===== config.mk =====
export PLATFORM = sky130hd
export DESIGN_NAME = rgb_to_hsv_convert_flat
export DESIGN_NICKNAME = d
export VERILOG_FILES = /design/src/sv/rhc_pkg.sv /design/src/sv/rhc_if.sv /design/src/sv/rhc_prep.sv /design/src/sv/rhc_div.sv /design/src/sv/rgb_to_hsv_convert.sv /design/src/flat_wrapper.sv
export SDC_FILE = /design/constraint.sdc
export NUM_CORES = 2
export LEC_CHECK = 0
export BUFFER_PORTS_ARGS = -buffer_cell sky130_fd_sc_hd__buf_2
export CAP_MARGIN = 15
export CORE_MARGIN = 5
export CORE_UTILIZATION = 61
export CTS_CLUSTER_DIAMETER = 80
export DETAILED_ROUTE_END_ITERATION = 6
export PLACE_DENSITY = 0.77
export SKIP_LAST_GASP = 1
export SLEW_MARGIN = 20
export SYNTH_ARGS = -nofsm -noshare
export SYNTH_HDL_FRONTEND = slang
export SYNTH_HIERARCHICAL = 1
export SYNTH_SLANG_ARGS = --single-unit

===== constraint.sdc =====
create_clock -name clk -period 43.4 [get_ports clk]
set_clock_uncertainty 0.15 [all_clocks]
set_input_delay 0 -clock clk [delete_from_list [all_inputs] [get_ports clk]]
set_output_delay 0 -clock clk [all_outputs]
set_load 0.01 [all_outputs]

===== src/sv/rhc_pkg.sv =====
// rgb to hsv converter shared types and constants
`timescale 1ns / 1ps

package rhc_pkg;

	typedef enum logic [1:0] {
		SECT_RED   = 2'd0,
		SECT_GREEN = 2'd1,
		SECT_BLUE  = 2'd2
	} sector_t;

	localparam int unsigned SIX_SPAN_EXTRA_BITS = 3;

endpackage


===== src/sv/rhc_if.sv =====
// valid/ready channels for rgb pixel words and hsv result words
`timescale 1ns / 1ps

interface rgb_word_if #(
	parameter int unsigned CW = 8
);
	logic          valid;
	logic          ready;
	logic [CW-1:0] red;
	logic [CW-1:0] green;
	logic [CW-1:0] blue;

	modport source (output valid, output red, output green, output blue, input ready);
	modport sink (input valid, input red, input green, input blue, output ready);
endinterface

interface hsv_word_if #(
	parameter int unsigned CW = 8,
	parameter int unsigned FW = 16
);
	logic          valid;
	logic          ready;
	logic [FW-1:0] hue;
	logic [FW-1:0] saturation;
	logic [CW-1:0] brightness;

	modport source (output valid, output hue, output saturation, output brightness,
		input ready);
	modport sink (input valid, input hue, input saturation, input brightness,
		output ready);
endinterface


===== src/sv/rhc_prep.sv =====
// front stages: max/min and sector pick, then span, hue position and hue divisor
`timescale 1ns / 1ps

module rhc_prep #(
	parameter int unsigned CW = 8,
	parameter int unsigned PW = 11
) (
	input  logic          clk,
	input  logic          arst_n,
	input  logic          en,
	input  logic          in_valid,
	input  logic [CW-1:0] red,
	input  logic [CW-1:0] green,
	input  logic [CW-1:0] blue,
	output logic          out_valid,
	output logic [CW-1:0] hi,
	output logic [CW-1:0] span,
	output logic [PW-1:0] pos,
	output logic [PW-1:0] six_span,
	output logic          grey,
	output logic          black
);
	import rhc_pkg::*;

	logic          valid_s1;
	logic [CW-1:0] red_s1, green_s1, blue_s1, hi_s1, lo_s1;
	sector_t       sector_s1;

	logic          valid_s2;
	logic [CW-1:0] hi_s2, span_s2;
	logic [PW-1:0] pos_s2, six_span_s2;
	logic          grey_s2, black_s2;

	sector_t       sector_c;
	logic [CW-1:0] hi_c, lo_c, span_c;
	logic [PW-1:0] span_w, six_c, base_c, add_c, sub_c;

	// sector: ties go to red, then green
	always_comb begin
		priority if (red >= green && red >= blue) begin
			sector_c = SECT_RED;
			hi_c = red;
		end else if (green >= blue) begin
			sector_c = SECT_GREEN;
			hi_c = green;
		end else begin
			sector_c = SECT_BLUE;
			hi_c = blue;
		end
		lo_c = red;
		if (green < lo_c) lo_c = green;
		if (blue < lo_c) lo_c = blue;
	end

	always_ff @(posedge clk or negedge arst_n) begin
		if (!arst_n) begin
			valid_s1 <= 1'b0;
		end else if (en) begin
			valid_s1 <= in_valid;
		end
	end

	always_ff @(posedge clk) begin
		if (en) begin
			red_s1    <= red;
			green_s1  <= green;
			blue_s1   <= blue;
			hi_s1     <= hi_c;
			lo_s1     <= lo_c;
			sector_s1 <= sector_c;
		end
	end

	// position within the turn in units of span, kept in [0, 6*span)
	always_comb begin
		span_c = hi_s1 - lo_s1;
		span_w = PW'(span_c);
		six_c  = (span_w << 2) + (span_w << 1);
		unique case (sector_s1)
			SECT_RED: begin
				base_c = (green_s1 >= blue_s1) ? '0 : six_c;
				add_c  = PW'(green_s1);
				sub_c  = PW'(blue_s1);
			end
			SECT_GREEN: begin
				base_c = span_w << 1;
				add_c  = PW'(blue_s1);
				sub_c  = PW'(red_s1);
			end
			SECT_BLUE: begin
				base_c = span_w << 2;
				add_c  = PW'(red_s1);
				sub_c  = PW'(green_s1);
			end
			default: begin
				base_c = '0;
				add_c  = '0;
				sub_c  = '0;
			end
		endcase
	end

	always_ff @(posedge clk or negedge arst_n) begin
		if (!arst_n) begin
			valid_s2 <= 1'b0;
		end else if (en) begin
			valid_s2 <= valid_s1;
		end
	end

	always_ff @(posedge clk) begin
		if (en) begin
			hi_s2       <= hi_s1;
			span_s2     <= span_c;
			pos_s2      <= base_c + add_c - sub_c;
			six_span_s2 <= six_c;
			grey_s2     <= (span_c == '0);
			black_s2    <= (hi_s1 == '0);
		end
	end

	assign out_valid = valid_s2;
	assign hi        = hi_s2;
	assign span      = span_s2;
	assign pos       = pos_s2;
	assign six_span  = six_span_s2;
	assign grey      = grey_s2;
	assign black     = black_s2;

endmodule


===== src/sv/rhc_div.sv =====
// pipelined restoring divider, one quotient bit per stage, num below twice den
`timescale 1ns / 1ps

module rhc_div #(
	parameter int unsigned DEN_W  = 8,
	parameter int unsigned QUO_W  = 17,
	parameter int unsigned SIDE_W = 1
) (
	input  logic              clk,
	input  logic              arst_n,
	input  logic              en,
	input  logic              in_valid,
	input  logic [DEN_W-1:0]  num,
	input  logic [DEN_W-1:0]  den,
	input  logic [SIDE_W-1:0] side_in,
	output logic              out_valid,
	output logic [QUO_W-1:0]  quo,
	output logic [SIDE_W-1:0] side_out
);
	logic              valid_sk [QUO_W+1];
	logic [DEN_W-1:0]  rem_sk   [QUO_W+1];
	logic [DEN_W-1:0]  den_sk   [QUO_W+1];
	logic [QUO_W-1:0]  quo_sk   [QUO_W+1];
	logic [SIDE_W-1:0] side_sk  [QUO_W+1];

	assign valid_sk[0] = in_valid;
	assign rem_sk[0]   = num;
	assign den_sk[0]   = den;
	assign quo_sk[0]   = '0;
	assign side_sk[0]  = side_in;

	for (genvar k = 0; k < QUO_W; k++) begin : g_stage
		logic [DEN_W:0] x_c;
		logic [DEN_W:0] diff_c;
		logic           ge_c;

		// integer bit first, then one fraction bit per stage
		if (k == 0) begin : g_first
			assign x_c = {1'b0, rem_sk[k]};
		end else begin : g_next
			assign x_c = {rem_sk[k], 1'b0};
		end

		assign diff_c = x_c - {1'b0, den_sk[k]};
		assign ge_c   = (x_c >= {1'b0, den_sk[k]});

		always_ff @(posedge clk or negedge arst_n) begin
			if (!arst_n) begin
				valid_sk[k+1] <= 1'b0;
			end else if (en) begin
				valid_sk[k+1] <= valid_sk[k];
			end
		end

		always_ff @(posedge clk) begin
			if (en) begin
				rem_sk[k+1]  <= ge_c ? diff_c[DEN_W-1:0] : x_c[DEN_W-1:0];
				den_sk[k+1]  <= den_sk[k];
				quo_sk[k+1]  <= {quo_sk[k][QUO_W-2:0], ge_c};
				side_sk[k+1] <= side_sk[k];
			end
		end
	end

	assign out_valid = valid_sk[QUO_W];
	assign quo       = quo_sk[QUO_W];
	assign side_out  = side_sk[QUO_W];

endmodule


===== src/sv/rgb_to_hsv_convert.sv =====
// pixel words pass the prep stages, divider stages, then the output register
// throughput: one pixel per cycle when not stalled, one quotient bit per stage
// a stalled output word holds the whole pipeline; bubbles are not squeezed out
// reset: arst_n clears all valid bits asynchronously, payload is not reset
// top level: rgb to hsv pixel converter
`timescale 1ns / 1ps

module rgb_to_hsv_convert #(
	parameter int unsigned CHANNEL_BITS  = 8,
	parameter int unsigned FRACTION_BITS = 16
) (
	input  logic   clk,
	input  logic   arst_n,
	rgb_word_if.sink   px_in,
	hsv_word_if.source px_out
);
	import rhc_pkg::*;

	localparam int unsigned CW = CHANNEL_BITS;
	localparam int unsigned FW = FRACTION_BITS;
	localparam int unsigned PW = CW + SIX_SPAN_EXTRA_BITS;
	localparam int unsigned QW = FW + 1;

	logic          en;
	logic          prep_valid;
	logic [CW-1:0] prep_hi, prep_span;
	logic [PW-1:0] prep_pos, prep_six;
	logic          prep_grey, prep_black;

	logic          sat_valid, hue_valid;
	logic [QW-1:0] sat_quo, hue_quo;
	logic          sat_black;
	logic [CW:0]   hue_side;

	logic          valid_q;
	logic [FW-1:0] hue_q, sat_q;
	logic [CW-1:0] bright_q;

	assign en          = !valid_q || px_out.ready;
	assign px_in.ready = en;

	rhc_prep #(
		.CW (CW),
		.PW (PW)
	) u_prep (
		.clk       (clk),
		.arst_n    (arst_n),
		.en        (en),
		.in_valid  (px_in.valid),
		.red       (px_in.red),
		.green     (px_in.green),
		.blue      (px_in.blue),
		.out_valid (prep_valid),
		.hi        (prep_hi),
		.span      (prep_span),
		.pos       (prep_pos),
		.six_span  (prep_six),
		.grey      (prep_grey),
		.black     (prep_black)
	);

	rhc_div #(
		.DEN_W  (CW),
		.QUO_W  (QW),
		.SIDE_W (1)
	) u_sat_div (
		.clk       (clk),
		.arst_n    (arst_n),
		.en        (en),
		.in_valid  (prep_valid),
		.num       (prep_span),
		.den       (prep_hi),
		.side_in   (prep_black),
		.out_valid (sat_valid),
		.quo       (sat_quo),
		.side_out  (sat_black)
	);

	rhc_div #(
		.DEN_W  (PW),
		.QUO_W  (QW),
		.SIDE_W (CW + 1)
	) u_hue_div (
		.clk       (clk),
		.arst_n    (arst_n),
		.en        (en),
		.in_valid  (prep_valid),
		.num       (prep_pos),
		.den       (prep_six),
		.side_in   ({prep_grey, prep_hi}),
		.out_valid (hue_valid),
		.quo       (hue_quo),
		.side_out  (hue_side)
	);

	always_ff @(posedge clk or negedge arst_n) begin
		if (!arst_n) begin
			valid_q <= 1'b0;
		end else if (en) begin
			valid_q <= hue_valid;
		end
	end

	// grey gives hue zero, black gives saturation zero, full span saturates
	always_ff @(posedge clk) begin
		if (en) begin
			hue_q    <= hue_side[CW] ? '0 : hue_quo[FW-1:0];
			sat_q    <= sat_black ? '0 : (sat_quo[FW] ? '1 : sat_quo[FW-1:0]);
			bright_q <= hue_side[CW-1:0];
		end
	end

	assign px_out.valid      = valid_q;
	assign px_out.hue        = hue_q;
	assign px_out.saturation = sat_q;
	assign px_out.brightness = bright_q;

`ifndef ASSERT_OFF
	a_lanes_aligned: assert property (@(posedge clk) disable iff (!arst_n)
		sat_valid == hue_valid)
		else $error("divider lanes out of step");

	a_black_word: assert property (@(posedge clk) disable iff (!arst_n)
		valid_q && bright_q == '0 |-> hue_q == '0 && sat_q == '0)
		else $error("black word with nonzero hue or saturation");

	a_hue_in_range: assert property (@(posedge clk) disable iff (!arst_n)
		hue_valid && !hue_side[CW] |-> !hue_quo[FW])
		else $error("hue quotient reached one turn");
`endif

endmodule


===== src/flat_wrapper.sv =====
// flat-port wrapper written by rule: the top's interface ports become plain ports
module rgb_to_hsv_convert_flat import rhc_pkg::*;
#(
	parameter int unsigned CHANNEL_BITS  = 8,
	parameter int unsigned FRACTION_BITS = 16
)
  (clk, arst_n, px_in_valid, px_in_red, px_in_green, px_in_blue, px_in_ready, px_out_valid, px_out_hue, px_out_saturation, px_out_brightness, px_out_ready);
  rgb_word_if #(.CW((8))) px_in_i ();
  hsv_word_if #(.CW((8)), .FW((16))) px_out_i ();
  input  logic clk;
  input  logic arst_n;
  input wire logic [$bits(px_in_i.valid)-1:0] px_in_valid;
  input wire logic [$bits(px_in_i.red)-1:0] px_in_red;
  input wire logic [$bits(px_in_i.green)-1:0] px_in_green;
  input wire logic [$bits(px_in_i.blue)-1:0] px_in_blue;
  output wire logic [$bits(px_in_i.ready)-1:0] px_in_ready;
  output wire logic [$bits(px_out_i.valid)-1:0] px_out_valid;
  output wire logic [$bits(px_out_i.hue)-1:0] px_out_hue;
  output wire logic [$bits(px_out_i.saturation)-1:0] px_out_saturation;
  output wire logic [$bits(px_out_i.brightness)-1:0] px_out_brightness;
  input wire logic [$bits(px_out_i.ready)-1:0] px_out_ready;
  assign px_in_i.valid = px_in_valid;
  assign px_in_i.red = px_in_red;
  assign px_in_i.green = px_in_green;
  assign px_in_i.blue = px_in_blue;
  assign px_in_ready = px_in_i.ready;
  assign px_out_valid = px_out_i.valid;
  assign px_out_hue = px_out_i.hue;
  assign px_out_saturation = px_out_i.saturation;
  assign px_out_brightness = px_out_i.brightness;
  assign px_out_i.ready = px_out_ready;
  rgb_to_hsv_convert #(.CHANNEL_BITS(CHANNEL_BITS), .FRACTION_BITS(FRACTION_BITS)) u_core (.clk(clk), .arst_n(arst_n), .px_in(px_in_i), .px_out(px_out_i));
endmodule

# After elaboration in Yosys (flattened, before gate mapping)

Index checks and enable logic that the tools add are counted.

Input bits: 28
Flip-flop bits (word level): 1209

Magnitude comparators: 40
Multiplexer cells: 42
$add $sub $neg: 36
Eq/ne operators: 2
Reduce and logical (&&, ||, !) cells: 6

Operators with widths:

| kind               | count |
|---|---|
| $ge 12x11->1       | 16 |
| $mux 11            | 17 |
| $sub 11x11->11     | 17 |
| $mux 8             | 20 |
| $ge 9x8->1         | 16 |
| $sub 8x8->8        | 17 |
| $pmux 8 s3         | 2 |
| $ge 8x8->1         | 5 |
| $pmux 11 s3        | 1 |
| $logic_not 8->1    | 2 |
| $lt 8x8->1         | 2 |
| $mux 16            | 1 |
| $add 10x9->11      | 1 |
| $add 11x11->11     | 1 |
| $ge 11x11->1       | 1 |
| $eq 2x1->1 const B | 1 |
| $eq 2x2->1 const B | 1 |
| $logic_not 2->1    | 1 |
| $mux 2             | 1 |
| $logic_and 1x1->1  | 1 |
| $logic_not 1->1    | 1 |
| $logic_or 1x1->1   | 1 |

# Depth between registers and ports, before layout

Depth in word-level cells: 6
Mapped depth: 25
Gate-level depth less buffers: 24

# By module

Netlist, hierarchy kept.

Modules (own cells, without submodules):

| module                     | times used | area each (um^2) | cells an instance | seq. area each (um^2) |
|---|---|---|---|---|
| rhc_div (u_core.u_hue_div) | 1          | 30944.7          | 2161              | 20184.4 |
| rhc_div (u_core.u_sat_div) | 1          | 21161.5          | 1558              | 13217.7 |
| rhc_prep                   | 1          | 5743.0           | 526               | 2452.4 |
| rgb_to_hsv_convert         | 1          | 1529.0           | 96                | 1226.2 |

# Worst setup path after synthesis

No wires, ideal clock.

Path type: input -> register
Start: input port px_out_ready
End: register, netlist name u_core/u_prep/out_valid
Required time: 43.061 ns
Library setup time: 0.189 ns
Path slack: 10.650 ns
Arrival: 32.410 ns
Path buffers: 0
Stages on the path: 2
Path through: nand2b_1 > mux2_2

Word-level cells in the longest chain between the ends: 1

Ends and longest elaborated chain:

| what             | line                     | RTL |
|---|---|---|
| start, declared  | flat_wrapper.sv:21       | `input wire logic [$bits(px_out_i.ready)-1:0] px_out_ready;` |
| $logic_or 1x1->1 | rgb_to_hsv_convert.sv:39 | `assign en = !valid_q \|\| px_out.ready;` |

No other way between the ends.
A chain may end at the register's enable or synchronous reset.

# Worst setup path after layout

Start: register u_core.valid_q, in the netlist u_core/px_out.valid
End: output port px_in_ready

Word-level cells in the longest chain between the ends: 2

Ends and longest elaborated chain:

| what                   | line                      | RTL |
|---|---|---|
| start, declared        | rgb_to_hsv_convert.sv:35  | `logic valid_q;` |
| start signal, assigned | rgb_to_hsv_convert.sv:100 | `valid_q <= hue_valid;` |
| $logic_not 1->1        | rgb_to_hsv_convert.sv:39  |  |
| $logic_or 1x1->1       | rgb_to_hsv_convert.sv:39  |  |
| end, declared          | flat_wrapper.sv:16        | `output wire logic [$bits(px_in_i.ready)-1:0] px_in_ready;` |

No other way between the ends.

==> results_dict.tcl <==
set metrics [dict create \
    fin_crit_sh_pct 14.1 \
    ff2ff_setup_slack_ps 37650 \
    ant_nets 0 \
    syn2layout_area_growth_pct 10.1 \
    worst_pin_slew_ps 1040 \
    vias 32660 \
    finalInstanceArea_um2 64100 \
    finalSetupViolCount 0 \
    grt_busiest_layer "met2" \
    drv_slew 0 \
    cts_max_level 3 \
    io_pins 70 \
    post_cts_buffers 0 \
    path_buf_inv 6 \
    diodes 0 \
    clk_latency_ps 700 \
    dieArea_um2 102000 \
    fmax_ghz 0.163 \
    r2r_end "u_core/u_prep/pos[10]" \
    core_um2 94900 \
    fin_nets 4907 \
    placed_cell_area_um2 59700 \
    cp-start-kind "flop" \
    crit_family "buffers and inverters" \
    fin_crit_ps 6120 \
    post_cts_resized 0 \
    status "completed" \
    critPathMaxFanout 75 \
    grt_use_met1_pct 22.1 \
    place_hpwl_um 65400 \
    die_x_um 319 \
    hp-class "in -> reg" \
    grt_pass1_wl_um 157000 \
    grt_overflow 0 \
    rows 113 \
    die_h_um 319 \
    drive_gt1_share_pct 12.0 \
    cts_tree "done" \
    worst_path_max_delay_cell "buf_4" \
    slowest_delay_ps 830 \
    numPortBuffers 69 \
    tns_ps 0 \
    synth_fp_nets 4744 \
    cts.sinks 1207 \
    final-seq-area_um2 36100 \
    multiInputGateArea_um2 19800 \
    met2_usage_pct 33.7 \
    cp_common_cell "buf_4" \
    dr.pass1.iters 5 \
    wirelength_um 94700 \
    grt_pass1_vias 32968 \
    clockBufferDepth 3 \
    grt_start_max_net_pins 85 \
    vias_per_cell 5.62 \
    slew_headroom_pct 30.6 \
    synth_cells 4287 \
    hold_depth 4 \
    drc 0 \
    r2r_start "u_core/u_prep/hi_s1[0]" \
    start_util_pct 61.4 \
    crit_required_ps 43250 \
    clockRootBuffer "clkbuf_16" \
    crit_type "reg -> out" \
    wl_per_cell_um 16.3 \
    worstHoldStart "px_in_red[7]" \
    avgSynthCellArea_um2 13.6 \
    netlist_area_um2 58200 \
    hold_viol 0 \
    gp_congestion 0.893 \
    cp-end-kind "primary output" \
    grt_use_met3_pct 2.88 \
    reg2reg_depth 24 \
    drt_first_iter_violations 1957 \
    hold_end "u_core/u_prep/hi_s1[7]" \
    rsz0062_at_grt "no" \
    grt_use_total_pct 18.4 \
    holdBufCountCts 53 \
    cts_buffers 118 \
    yosysWarnings 6 \
    maxCapViolCount 0 \
    arrival_ps 5970 \
    fillCellCount 6594 \
    antenna_found_initial 0 \
    clk_pin_slew_worst_paths_ps 60 \
    critical_path.cell_chain "nand2b_4 -> buf_4 -> buf_4 -> buf_4 -> buf_4 -> buf_4 -> buf_2" \
]
## final cells by class
class                      count  area share [%]
multi-input combinational   2519            30.8
clock buffer                 138            4.76
sequential                  1207            56.4
inverter                     461            2.70
tap                         1265            2.47
clock inverter                80            1.27
timing repair buffer         143            1.61
## routing by layer
metal | routed length [µm] | part of all wire [%]
met1 | 39400 | 42
met2 | 49000 | 52
met3 | 3380 | 3.6
met4 | 2930 | 3.1
met5 | 0 | 0
## worst max path at each step
stage | from | to | slack (ps) | cells after the start
floorplan | px_out_ready | u_core/u_prep/out_valid | 11120 | 2
global placement | u_core/u_prep/hi_s1[0] | u_core/u_prep/pos[10] | 37720 | 24
global route | u_core/px_out.valid | px_in_ready | 36770 | 7
CTS | u_core/px_out.valid | px_in_ready | 37090 | 7
finish | u_core/px_out.valid | px_in_ready | 37280 | 7
detailed placement | u_core/u_prep/hi_s1[0] | u_core/u_prep/pos[10] | 37650 | 24
## registers in the layout (all words and copies together) (netlist names), 17 cells and up
name	cells
u_core/u_hue_div/den_sk	176
u_core/u_hue_div/g_stage.x_c	176
u_core/u_hue_div/quo_sk	120
u_core/u_hue_div/side_sk	144
u_core/u_sat_div/den_sk	128
u_core/u_sat_div/g_stage.x_c	128
u_core/u_sat_div/quo	17
u_core/u_sat_div/quo_sk	136
## cell usage in the layout, fill, tap and decap left out, types with 53 or more instances in the layout
| master | instances |
|---|---|
| mux2_2 | 190 |
| dlygate4sd3_1 | 53 |
| ha_1 | 387 |
| o21a_1 | 70 |
| nor2_1 | 234 |
| o21ai_0 | 164 |
| xor2_1 | 70 |
| buf_2 | 69 |
| clkbuf_16 | 119 |
| a21oi_1 | 250 |
| edfxtp_1 | 1187 |
| inv_1 | 458 |
| nand2_1 | 140 |
| xnor2_1 | 116 |
| a21o_1 | 83 |
| nand3_1 | 68 |
| nor2b_1 | 71 |
## worst register-to-register path: cells and delay by family, from the launching register on
kind	cells	cell delay, ps
and+or+nand+nor	5	480
DFF	1	390
buffers and inverters	3	160
adders and majority gates	5	1840
muxes	1	270
AOI/OAI and AO/OA	6	1010
xor gates and xnor gates	4	1220
## stage by stage
| step | hold slack [ps] | cells | setup slack, ps | util (%) |
|---|---|---|---|---|
| floorplan | -446 | 4287 | 11120 | - |
| global placement | -187 | 5542 | 37720 | 62.9 |
| detailed placement | -178 | 5542 | 37650 | 62.9 |
| CTS | 107 | 5813 | 37090 | 67.6 |
| global route | 161 | 5813 | 36770 | 67.6 |
| finish | 164 | 5813 | 37280 | 67.6 |
Power is not shown: default switching activity piles up to over one toggle a cycle in this logic, so the estimate is an artifact.
